### src/rtl/core/fltw_pkg.sv
`timescale 1ns / 1ps
// Shared types and constants for the four-level page table walker.
// No dependencies.
package fltw_pkg;

    localparam int VA_W    = 64;
    localparam int DATA_W  = 64;
    localparam int VA48_W  = 48;
    localparam int IDX_W   = 9;
    localparam int PAGE_W  = 12;
    localparam int LEVEL_W = 2;
    localparam int PADDR_W = 5;
    localparam int PDATA_W = 64;

    localparam logic [31:0] MEM_ORIGIN_RESET = 32'h4000_0000;
    localparam logic [32:0] WINDOW_LEN_RESET = 33'h0_4000_0000;
    localparam logic [31:0] ROOT_TBL_RESET   = 32'h0113_D000;

    // Top 17 bits all ones mark the linear window base region
    localparam logic [16:0] LINEAR_TOP = 17'h1_FFFF;

    localparam logic [LEVEL_W-1:0] LAST_LEVEL = 2'd3;

    typedef enum logic [1:0] {
        REG_MEM_ORIGIN = 2'd0,
        REG_WINDOW_LEN = 2'd1,
        REG_ROOT_TBL   = 2'd2
    } reg_index_t;

    typedef enum logic {
        OP_TRANSLATE = 1'b0,
        OP_RESPONSE  = 1'b1
    } op_t;

    typedef enum logic {
        KIND_READ   = 1'b0,
        KIND_RESULT = 1'b1
    } kind_t;

    typedef struct packed {
        op_t               op;
        logic [VA_W-1:0]   virtual_address;
        logic [DATA_W-1:0] read_data;
    } item_t;

    typedef struct packed {
        kind_t              kind;
        logic [VA_W-1:0]    address;
        logic [LEVEL_W-1:0] walk_level;
    } result_t;

    // Entry offset (index * 8) of a table level
    function automatic logic [PAGE_W-1:0] entry_offset(input logic [VA48_W-1:0] va,
                                                      input logic [LEVEL_W-1:0] lvl);
        logic [IDX_W-1:0] idx;
        begin
            case (lvl)
                2'd0:    idx = va[47:39];
                2'd1:    idx = va[38:30];
                2'd2:    idx = va[29:21];
                default: idx = va[20:12];
            endcase
            entry_offset = {idx, 3'b000};
        end
    endfunction

endpackage

### src/rtl/core/four_level_page_table_walker.sv
`timescale 1ns / 1ps
// A result word is registered in the output register, or in the skid entry if stalled.
// Throughput: one word per cycle while the skid is empty; a two-entry output (register
// plus skid) keeps the input open while one result waits. Walk state updates on accept.
// Reset (rst_n, async, active low): idle, level 0, outputs empty, registers at defaults.
// Top level of the page table walker; uses fltw_pkg.
module four_level_page_table_walker
    import fltw_pkg::*;
(
    input  logic               clk,
    input  logic               rst_n,
    input  logic               item_valid,
    output logic               item_stall,
    input  item_t              item,
    output logic               result_valid,
    input  logic               result_stall,
    output result_t            result,
    input  logic               psel,
    input  logic               penable,
    input  logic               pwrite,
    input  logic [PADDR_W-1:0] paddr,
    input  logic [PDATA_W-1:0] pwdata,
    output logic [PDATA_W-1:0] prdata,
    output logic               pready
);

    logic [31:0]         mem_origin_reg, mem_origin_next;
    logic [32:0]         window_len_reg, window_len_next;
    logic [31:0]         root_tbl_reg, root_tbl_next;
    logic                busy_reg, busy_next;
    logic [LEVEL_W-1:0]  level_reg, level_next;
    logic [VA48_W-1:0]   saved_reg, saved_next;
    result_t             out_reg, out_next;
    logic                out_valid_reg, out_valid_next;
    result_t             skid_reg, skid_next;
    logic                skid_valid_reg, skid_valid_next;

    logic                accept;
    logic                cfg_write;
    reg_index_t          cfg_idx;
    logic                in_window;
    logic [VA_W-1:0]     entry_base;
    logic [LEVEL_W-1:0]  level_inc;
    logic                res_fire;
    result_t             res_word;

    assign pready     = 1'b1;
    assign item_stall = skid_valid_reg;
    assign accept     = item_valid && !item_stall;
    assign cfg_write  = psel && penable && pwrite && pready;
    assign cfg_idx    = reg_index_t'(paddr[4:3]);

    assign result_valid = out_valid_reg;
    assign result       = out_reg;

    always_comb
    begin
        case (cfg_idx)
            REG_MEM_ORIGIN: prdata = {32'd0, mem_origin_reg};
            REG_WINDOW_LEN: prdata = {31'd0, window_len_reg};
            REG_ROOT_TBL:   prdata = {32'd0, root_tbl_reg};
            default:        prdata = '0;
        endcase
    end

    always_comb
    begin
        mem_origin_next = mem_origin_reg;
        window_len_next = window_len_reg;
        root_tbl_next   = root_tbl_reg;
        if (cfg_write)
        begin
            case (cfg_idx)
                REG_MEM_ORIGIN: mem_origin_next = pwdata[31:0];
                REG_WINDOW_LEN: window_len_next = pwdata[32:0];
                REG_ROOT_TBL:   root_tbl_next   = pwdata[31:0];
                default:        ;
            endcase
        end
    end

    // Window: top 17 bits set and the offset above the base no larger than the window length
    assign in_window = (item.virtual_address[63:47] == LINEAR_TOP)
                    && (item.virtual_address[46:33] == '0)
                    && (item.virtual_address[32:0] <= window_len_reg);

    assign entry_base = {32'd0, item.read_data[31:12], 12'd0} - {32'd0, mem_origin_reg};
    assign level_inc  = level_reg + 2'd1;

    always_comb
    begin
        busy_next           = busy_reg;
        level_next          = level_reg;
        saved_next          = saved_reg;
        res_fire            = 1'b0;
        res_word.kind       = KIND_READ;
        res_word.address    = '0;
        res_word.walk_level = '0;
        if (accept)
        begin
            if (item.op == OP_TRANSLATE)
            begin
                if (!busy_reg)
                begin
                    res_fire = 1'b1;
                    if (in_window)
                    begin
                        res_word.kind    = KIND_RESULT;
                        res_word.address = {32'd0, item.virtual_address[31:0]};
                    end
                    else
                    begin
                        busy_next        = 1'b1;
                        level_next       = '0;
                        saved_next       = item.virtual_address[VA48_W-1:0];
                        res_word.address = {31'd0, {1'b0, root_tbl_reg}
                            + {21'd0, entry_offset(item.virtual_address[VA48_W-1:0], 2'd0)}};
                    end
                end
            end
            else if (busy_reg)
            begin
                res_fire = 1'b1;
                if (level_reg != LAST_LEVEL)
                begin
                    level_next          = level_inc;
                    res_word.address    = entry_base
                        + {52'd0, entry_offset(saved_reg, level_inc)};
                    res_word.walk_level = level_inc;
                end
                else
                begin
                    busy_next        = 1'b0;
                    level_next       = '0;
                    res_word.kind    = KIND_RESULT;
                    res_word.address = entry_base | {52'd0, saved_reg[PAGE_W-1:0]};
                end
            end
        end
    end

    // Output register with skid entry
    always_comb
    begin
        out_next        = out_reg;
        out_valid_next  = out_valid_reg;
        skid_next       = skid_reg;
        skid_valid_next = skid_valid_reg;
        if (out_valid_reg && !result_stall)
        begin
            out_valid_next = skid_valid_reg;
            out_next       = skid_reg;
            skid_valid_next = 1'b0;
        end
        if (res_fire)
        begin
            if (out_valid_reg && result_stall)
            begin
                skid_next       = res_word;
                skid_valid_next = 1'b1;
            end
            else
            begin
                out_next       = res_word;
                out_valid_next = 1'b1;
            end
        end
    end

    always_ff @(posedge clk or negedge rst_n)
    begin
        if (!rst_n)
        begin
            mem_origin_reg <= MEM_ORIGIN_RESET;
            window_len_reg <= WINDOW_LEN_RESET;
            root_tbl_reg   <= ROOT_TBL_RESET;
            busy_reg       <= 1'b0;
            level_reg      <= '0;
            saved_reg      <= '0;
            out_valid_reg  <= 1'b0;
            skid_valid_reg <= 1'b0;
        end
        else
        begin
            mem_origin_reg <= mem_origin_next;
            window_len_reg <= window_len_next;
            root_tbl_reg   <= root_tbl_next;
            busy_reg       <= busy_next;
            level_reg      <= level_next;
            saved_reg      <= saved_next;
            out_valid_reg  <= out_valid_next;
            skid_valid_reg <= skid_valid_next;
        end
    end

    always_ff @(posedge clk)
    begin
        out_reg  <= out_next;
        skid_reg <= skid_next;
    end

`ifndef NO_ASSERTIONS
    a_skid_needs_out: assert property (@(posedge clk) disable iff (!rst_n)
        skid_valid_reg |-> out_valid_reg)
        else $error("skid entry held without output word");

    a_level_needs_busy: assert property (@(posedge clk) disable iff (!rst_n)
        (level_reg != '0) |-> busy_reg)
        else $error("nonzero walk level while idle");

    a_drop_keeps_walk: assert property (@(posedge clk) disable iff (!rst_n)
        (accept && item.op == OP_TRANSLATE && busy_reg)
        |=> ($stable(saved_reg) && $stable(level_reg) && busy_reg))
        else $error("request during walk disturbed walk state");

    a_last_level_ends: assert property (@(posedge clk) disable iff (!rst_n)
        (accept && item.op == OP_RESPONSE && busy_reg && level_reg == LAST_LEVEL)
        |=> (!busy_reg && out_valid_reg))
        else $error("final response did not end walk");
`endif

endmodule
### config.mk
export PLATFORM = sky130hd
export DESIGN_NAME = four_level_page_table_walker
export DESIGN_NICKNAME = d
export VERILOG_FILES = /design/src/rtl/core/fltw_pkg.sv /design/src/rtl/core/four_level_page_table_walker.sv
export SDC_FILE = /design/constraint.sdc
export NUM_CORES = 1
export LEC_CHECK = 0
export BUFFER_PORTS_ARGS = -buffer_cell sky130_fd_sc_hd__clkbuf_2
export CAP_MARGIN = 20
export CORE_MARGIN = 8
export CORE_UTILIZATION = 40
export CTS_CLUSTER_SIZE = 30
export DETAILED_ROUTE_END_ITERATION = 16
export REMOVE_ABC_BUFFERS = 1
export SETUP_SLACK_MARGIN = 0.3
export SLEW_MARGIN = 5
export SYNTH_ARGS = -nofsm -noshare
export SYNTH_HDL_FRONTEND = slang
export SYNTH_SLANG_ARGS = --single-unit
### constraint.sdc
create_clock -name clk -period 7.64 [get_ports clk]
set_input_delay 1.146 -clock clk [delete_from_list [all_inputs] [get_ports clk]]
set_output_delay 1.146 -clock clk [all_outputs]
set_load 0.02 [all_outputs]
==> impl_metrics.env, run 1 <==
export IMPL_stdcell_area_um2=18020
export IMPL_cts_max_level=1
export IMPL_stdcell_count=2462
export IMPL_register_area_um2=6217
export IMPL_critPathCaptureType="register"
export IMPL_ctsHoldBuffers=0
export IMPL_detail_route_first_pass_iterations=6
export IMPL_clk_insertion_delay_late_ns=0.57
export IMPL_num_rows=72
export IMPL_num_fill_cells=3837
export IMPL_worstHoldPathCells=2
export IMPL_rsz0062_at_grt="no"
export IMPL_clk_pin_slew_ns=0.06
export IMPL_synth_common_cells="nand2_1 (267), o21ai_0 (146), dfrtp_1 (141)"
export IMPL_die_width_um=213.2
export IMPL_synth_warnings=0
export IMPL_period_needed_ns=5.130
export IMPL_finClkSkew_ns=0.02264
export IMPL_grt_overflow_total=0
export IMPL_post_place_ws_ns=2.511
export IMPL_via_count=13460
export IMPL_final_hold_violation_count=0
export IMPL_avgViaCountPerCell=5.467
export IMPL_p_leak_nw=8.016
export IMPL_placed_area_um2=17040
export IMPL_worst_slew_pin_slew_ns=1.094
export IMPL_critPathArrivalTime_ns=5.53
export IMPL_die_h_um=213.2
export IMPL_worst_path_max_fanout=31
export IMPL_r2r_cells=15
export IMPL_crit_type="reg2reg"
export IMPL_n_antenna_cell=0
export IMPL_port_buffers=228
export IMPL_place_gp_congestion=0.9370
export IMPL_syn_avg_cell_area_um2=8.964
export IMPL_cts_sinks=254
export IMPL_wirelength_um=51010
export IMPL_clk_path_buf_depth=3
export IMPL_synth_top_area_cell="dfrtp_1"
export IMPL_utilization_pct=46.75
export IMPL_max_freq_mhz=194.9
export IMPL_place_inst=2406
export IMPL_grt_max_degree=88
export IMPL_fin_nets=2206
export IMPL_async_flop_share_pct=59.06
export IMPL_postCtsSetupRepairBufs=0
export IMPL_root_buffer="clkbuf_16"
export IMPL_relSlewSlack_pct=26.49
export IMPL_synth_edff_count=37
export IMPL_wl_met3_um=3051
export IMPL_synth_most_common_cell="nand2_1"
export IMPL_largest_reg_flops=67
export IMPL_hold_ws_ns=0.4528
export IMPL_synth_cell_types=85
export IMPL_setup_ws_ns=2.510
export IMPL_antenna_found_initial=2
export IMPL_finalSetupViolCount=0
export IMPL_final_max_slew_viol_count=0
export IMPL_ys_flop_type="dfrtp_1"
export IMPL_cp_data_required_time_ns=8.04
export IMPL_min_path_type="reg2reg"
export IMPL_grt_pass1_wl_um=77110
export IMPL_ctsResizeCount=0
export IMPL_ir_drop_mv=0.2099
export IMPL_synth_seq_cells=254
export IMPL_area_growth_pct=15.90
export IMPL_multi_input_area_um2=8592
export IMPL_r2r_slack_ns=2.51
export IMPL_hpwl_um=38700
export IMPL_status="finished, final reports clean"
export IMPL_first_iter_violations=1100
export IMPL_maxCapViolCount=0
export IMPL_dr_wl_met2_um=24020
export IMPL_coreArea_um2=38560
export IMPL_dieArea_um2=45450
export IMPL_grt_pass1_vias=12940
export IMPL_synth_top_area_share_pct=22.69
export IMPL_topRoutingLayerUsed="met5"
export IMPL_synth_area_um2=15550
export IMPL_drive_above_1_share_pct=21.50
export IMPL_ys_seq_area_share_pct=39.98
export IMPL_numCtsBuffers=30
export IMPL_crit_path_start_kind="register"
export IMPL_cellPowerDensity_nw_per_um2=361.5
export IMPL_synth_area_leaders="dfrtp_1 (23%), dfxtp_1 (8.6%), edfxtp_1 (7.1%)"
export IMPL_synthCells=1735
export IMPL_wl_per_cell_um=20.72
export IMPL_io_pins=339
export IMPL_wl_met1_um=22460
export IMPL_grt_usage_pct=21.82
export IMPL_tritoncts="yes"
export IMPL_antenna_left=0
export IMPL_route_detailed_drc=0
export IMPL_fin_crit_sh_pct=67.14
export IMPL_start_util_pct=40.34
[cell type report]
type | instances | share of cell area (%)
Inverter | 83 | 1.728
Clock buffer | 48 | 4.935
Tap cell | 518 | 3.596
Timing Repair Buffer | 246 | 7.226
Multi-Input combinational cell | 1306 | 47.67
Sequential cell | 254 | 34.49
Clock inverter | 7 | 0.3540
[kinds of logic (layout without fill, tap and decap cells)]
logic type                 Yosys count  after routing  share of synthesized area, %
buffers and inverters              205            384                         5.913
AOI/OAI and AO/OA                  425            425                         16.68
DFF                                254            254                         39.98
xor gates and xnor gates            64             64                         3.604
other                                2             32                       0.04829
muxes                              149            149                         10.27
and+or+nand+nor                    556            556                         16.98
adders and majority gates           80             80                         6.533
[report_power, final]
part | internal (W) | switching (W) | total, W
Combinational | 0.00115 | 0.00184 | 0.00299
Clock | 0.000824 | 0.000562 | 0.00139
Sequential | 0.00185 | 0.000298 | 0.00215
Total | 0.00382 | 0.00270 | 0.00652
[worst paths after layout]
check | endpoint | startpoint
worst max-delay path | result[53] | mem_origin_reg[2]
worst min-delay path | result[65] | result[65]
worst max register to register | result[53] | mem_origin_reg[2]
worst min register to register | result[65] | result[65]
max in group asynchronous | mem_origin_reg[3] | rst_n
min in group asynchronous | mem_origin_reg[14] | rst_n
[per-stage QoR]
step | total power (W) | setup TNS [ns]
6_report | 0.006517 | 0
5_1_grt | 0.006953 | 0
4_1_cts | 0.006537 | 0
3_5_place_dp | 0.005126 | 0
3_3_place_gp | 0.005068 | 0
2_1_floorplan | 0.004175 | -93.90
[cell usage in the layout (no fill, tap or decap), types with 6 or more instances in the layout]
cell type / netlist / final
nor2b_1: 10 / 8
nor4_1: 7 / 7
or3_1: 8 / 8
nor2_1: 123 / 121
conb_1: 2 / 32
o21a_1: 18 / 18
dfrtp_1: 141 / 141
and3_1: 22 / 22
xor2_1: 23 / 23
nand2_1: 267 / 266
clkbuf_2: 0 / 227
o211ai_1: 7 / 7
a222oi_1: 9 / 9
nor3_1: 21 / 20
ha_1: 78 / 78
and2_1: 13 / 13
inv_1: 83 / 83
buf_4: 33 / 17
nand4_1: 18 / 18
clkbuf_16: 0 / 31
a21oi_1: 119 / 117
o21ai_0: 146 / 146
clkbuf_1: 72 / 12
mux2_2: 85 / 85
mux2i_1: 64 / 64
edfxtp_1: 37 / 37
dfxtp_1: 67 / 67
a31oi_1: 23 / 23
nand3_1: 22 / 22
a21o_1: 24 / 24
a21oi_2: 4 / 6
and4_1: 6 / 6
xnor2_1: 41 / 41
dfstp_2: 9 / 9
a21boi_0: 8 / 8
a211oi_1: 18 / 18
[layer usage]
metal | global-route usage [%] | up-vias
met5 | 0 | -
met4 | 6.240 | 4
met3 | 4.139 | 85
met2 | 35.92 | 406
met1 | 28.94 | 6523
li1 | - | 6441
[critical path: stages, from the launching register on]
cell	delay, ns
dfrtp_1	0.46
nor3_1	0.91
and2_1	0.32
nand2_1	0.08
xor2_1	0.16
ha_1	0.40
nor3_1	0.07
nor3_1	0.24
a21oi_1	0.20
nor4_4	0.41
nand2_2	0.16
nor4_4	0.41
and4_4	0.31
a211oi_4	0.09
nor2_4	0.62
a21oi_1	0.11
Power figures use the tool's default switching activity.
==> run 2, diff against run 1 <==
clock period = 5.1 ns   (was 7.64 ns; I/O delays follow)
==> run 2 against run 1 <==
Net effect: die area unchanged; highest routed layer unchanged; sequential cell count unchanged; largest power group unchanged; non-clock buffer count increased by 10.
==> impl_metrics.env, run 2 (synthesis gave the netlist of run 1 again) <==
export IMPL_status="finished, final reports clean"
export IMPL_coreArea_um2=38560
export IMPL_route_detailed_drc=0
export IMPL_grt_overflow_total=0
export IMPL_fin_nets=2215
export IMPL_fin_crit_sh_pct=89.87
export IMPL_wl_per_cell_um=20.80
export IMPL_critPathArrivalTime_ns=5.07
export IMPL_worst_path_max_fanout=31
export IMPL_wirelength_um=51390
export IMPL_dieArea_um2=45450
export IMPL_p_leak_nw=8.126
export IMPL_p_seq_share_pct=32.2
export IMPL_crit_path_start_kind="register"
export IMPL_num_rows=72
export IMPL_finalSetupViolCount=0
export IMPL_antenna_left=0
export IMPL_clkPwrFrac_pct=22.6
export IMPL_detail_route_first_pass_iterations=6
export IMPL_stdcell_count=2471
export IMPL_p_int_w=0.005918
export IMPL_place_inst=2416
export IMPL_power_total_w=0.01002
export IMPL_largest_reg_flops=67
export IMPL_grt_usage_pct=22.10
export IMPL_p_sw_w=0.004101
export IMPL_avgViaCountPerCell=5.425
export IMPL_die_width_um=213.2
export IMPL_drive_above_1_share_pct=22.58
export IMPL_final_hold_violation_count=0
export IMPL_worst_slew_pin_slew_ns=0.9866
export IMPL_n_antenna_cell=0
export IMPL_grt_pass1_vias=12830
export IMPL_clk_insertion_delay_late_ns=0.57
export IMPL_hpwl_um=39410
export IMPL_tritoncts="yes"
export IMPL_maxCapViolCount=0
export IMPL_area_growth_pct=17.26
export IMPL_final_cell_mix="nand2_1 (266), clkbuf_2 (227), o21ai_0 (146), dfrtp_1 (141), nor2_1 (121)"
export IMPL_port_buffers=228
export IMPL_clk_pin_slew_ns=0.06
export IMPL_critPathCaptureType="register"
export IMPL_final_max_slew_viol_count=0
export IMPL_root_buffer="clkbuf_16"
export IMPL_period_needed_ns=4.583
export IMPL_numCtsBuffers=29
export IMPL_final_common_cell="nand2_1"
export IMPL_rsz0062_at_grt="no"
export IMPL_place_gp_congestion=0.9246
export IMPL_cts_max_level=1
export IMPL_start_util_pct=40.34
export IMPL_cts_sinks=254
export IMPL_grt_pass1_wl_um=77700
export IMPL_io_pins=339
export IMPL_antenna_found_initial=1
export IMPL_clk_path_buf_depth=3
export IMPL_swShare_pct=40.93
export IMPL_cellPowerDensity_nw_per_um2=549.4
export IMPL_first_iter_violations=1128
export IMPL_min_path_type="in2async"
export IMPL_finClkSkew_ns=0.01059
export IMPL_relSlewSlack_pct=34.22
export IMPL_cp_data_required_time_ns=5.59
export IMPL_crit_type="reg2reg"
export IMPL_ir_drop_mv=0.2790
export IMPL_die_h_um=213.2
export IMPL_combPwrFrac_pct=45.2
export IMPL_via_count=13410
export IMPL_grt_max_degree=66
export IMPL_max_freq_mhz=218.2
## run 2: repair_timing
action	in CTS	in global routing
setup endpoints to repair	0	34
hold buffers	0	0
resized for setup	0	6
buffers inserted	0	0
hold endpoints to repair	0	0
## run 2: area by class of cell
type	count	area (um^2)
fillers	3836	20320
multi-input cells	1306	8610
flip-flops and latches	254	6217
repair buffers	256	1406
clock buffers	38	829.5
well taps	518	648.1
inverters	83	311.5
clock inverters	16	215.2
## run 2: worst paths after layout
kind                                         from            endpoint  slack (ns)  cells after the start
min in group clk                       pwdata[32]  window_len_reg[32]        0.42                      3
worst min register to register         result[50]          result[50]        0.45                      2
worst min-delay path                        rst_n  window_len_reg[13]        0.19                      1
worst max-delay path            mem_origin_reg[6]          result[51]        0.52                     15
max in group asynchronous                   rst_n    root_tbl_reg[20]        3.87                      2
worst max register to register  mem_origin_reg[6]          result[51]        0.52                     15
## run 2: critical path, cell delays in order (launching register included)
cell and delay [ns]:
dfrtp_1 0.45, or4_4 0.64, nor4b_2 0.27, xnor2_1 0.19
ha_1 0.36, a2111oi_0 0.59, o21ai_0 0.33, a21oi_2 0.32
nor4_4 0.10, nand2_2 0.16, nor4_4 0.08, and4_4 0.24
a211oi_4 0.31, nor2_4 0.06, buf_6 0.21, a21oi_1 0.16
## run 2: per-layer routing
metal  vias to the layer above  wire length (um)  global-route usage (%)
li1                       6467                 -                       -
met1                      6454             22730                   29.85
met2                       397             23950                   35.83
met3                        85              3010                   3.537
met4                         2              1688                   7.185
met5                         -                13                       0
## run 2: through the flow
| step | hold slack (ns) | area [um^2] | TNS [ns] | worst slack, ns | util [%] |
|---|---|---|---|---|---|
| after floorplan | 0.4694 | 15060 | -290.41 | -4.076 | - |
| after global placement | 0.4414 | 17140 | 0 | 0.4546 | 44.46 |
| after detailed placement | 0.4462 | 17140 | 0 | 0.4535 | 44.46 |
| after CTS | 0.2317 | 18190 | 0 | 0.4397 | 47.17 |
| after global routing | 0.2510 | 18240 | 0 | 0.3267 | 47.30 |
| final | 0.1937 | 18240 | 0 | 0.5168 | 47.30 |
## run 2: power by group through the flow
stage	logic [W]	clock network, W	registers [W]
after CTS	0.00451	0.00230	0.00322
after global routing	0.00497	0.00239	0.00331
after floorplan	0.00278	0	0.00348
after global placement	0.00442	0	0.00323
final	0.00453	0.00227	0.00323
after detailed placement	0.00448	0	0.00326
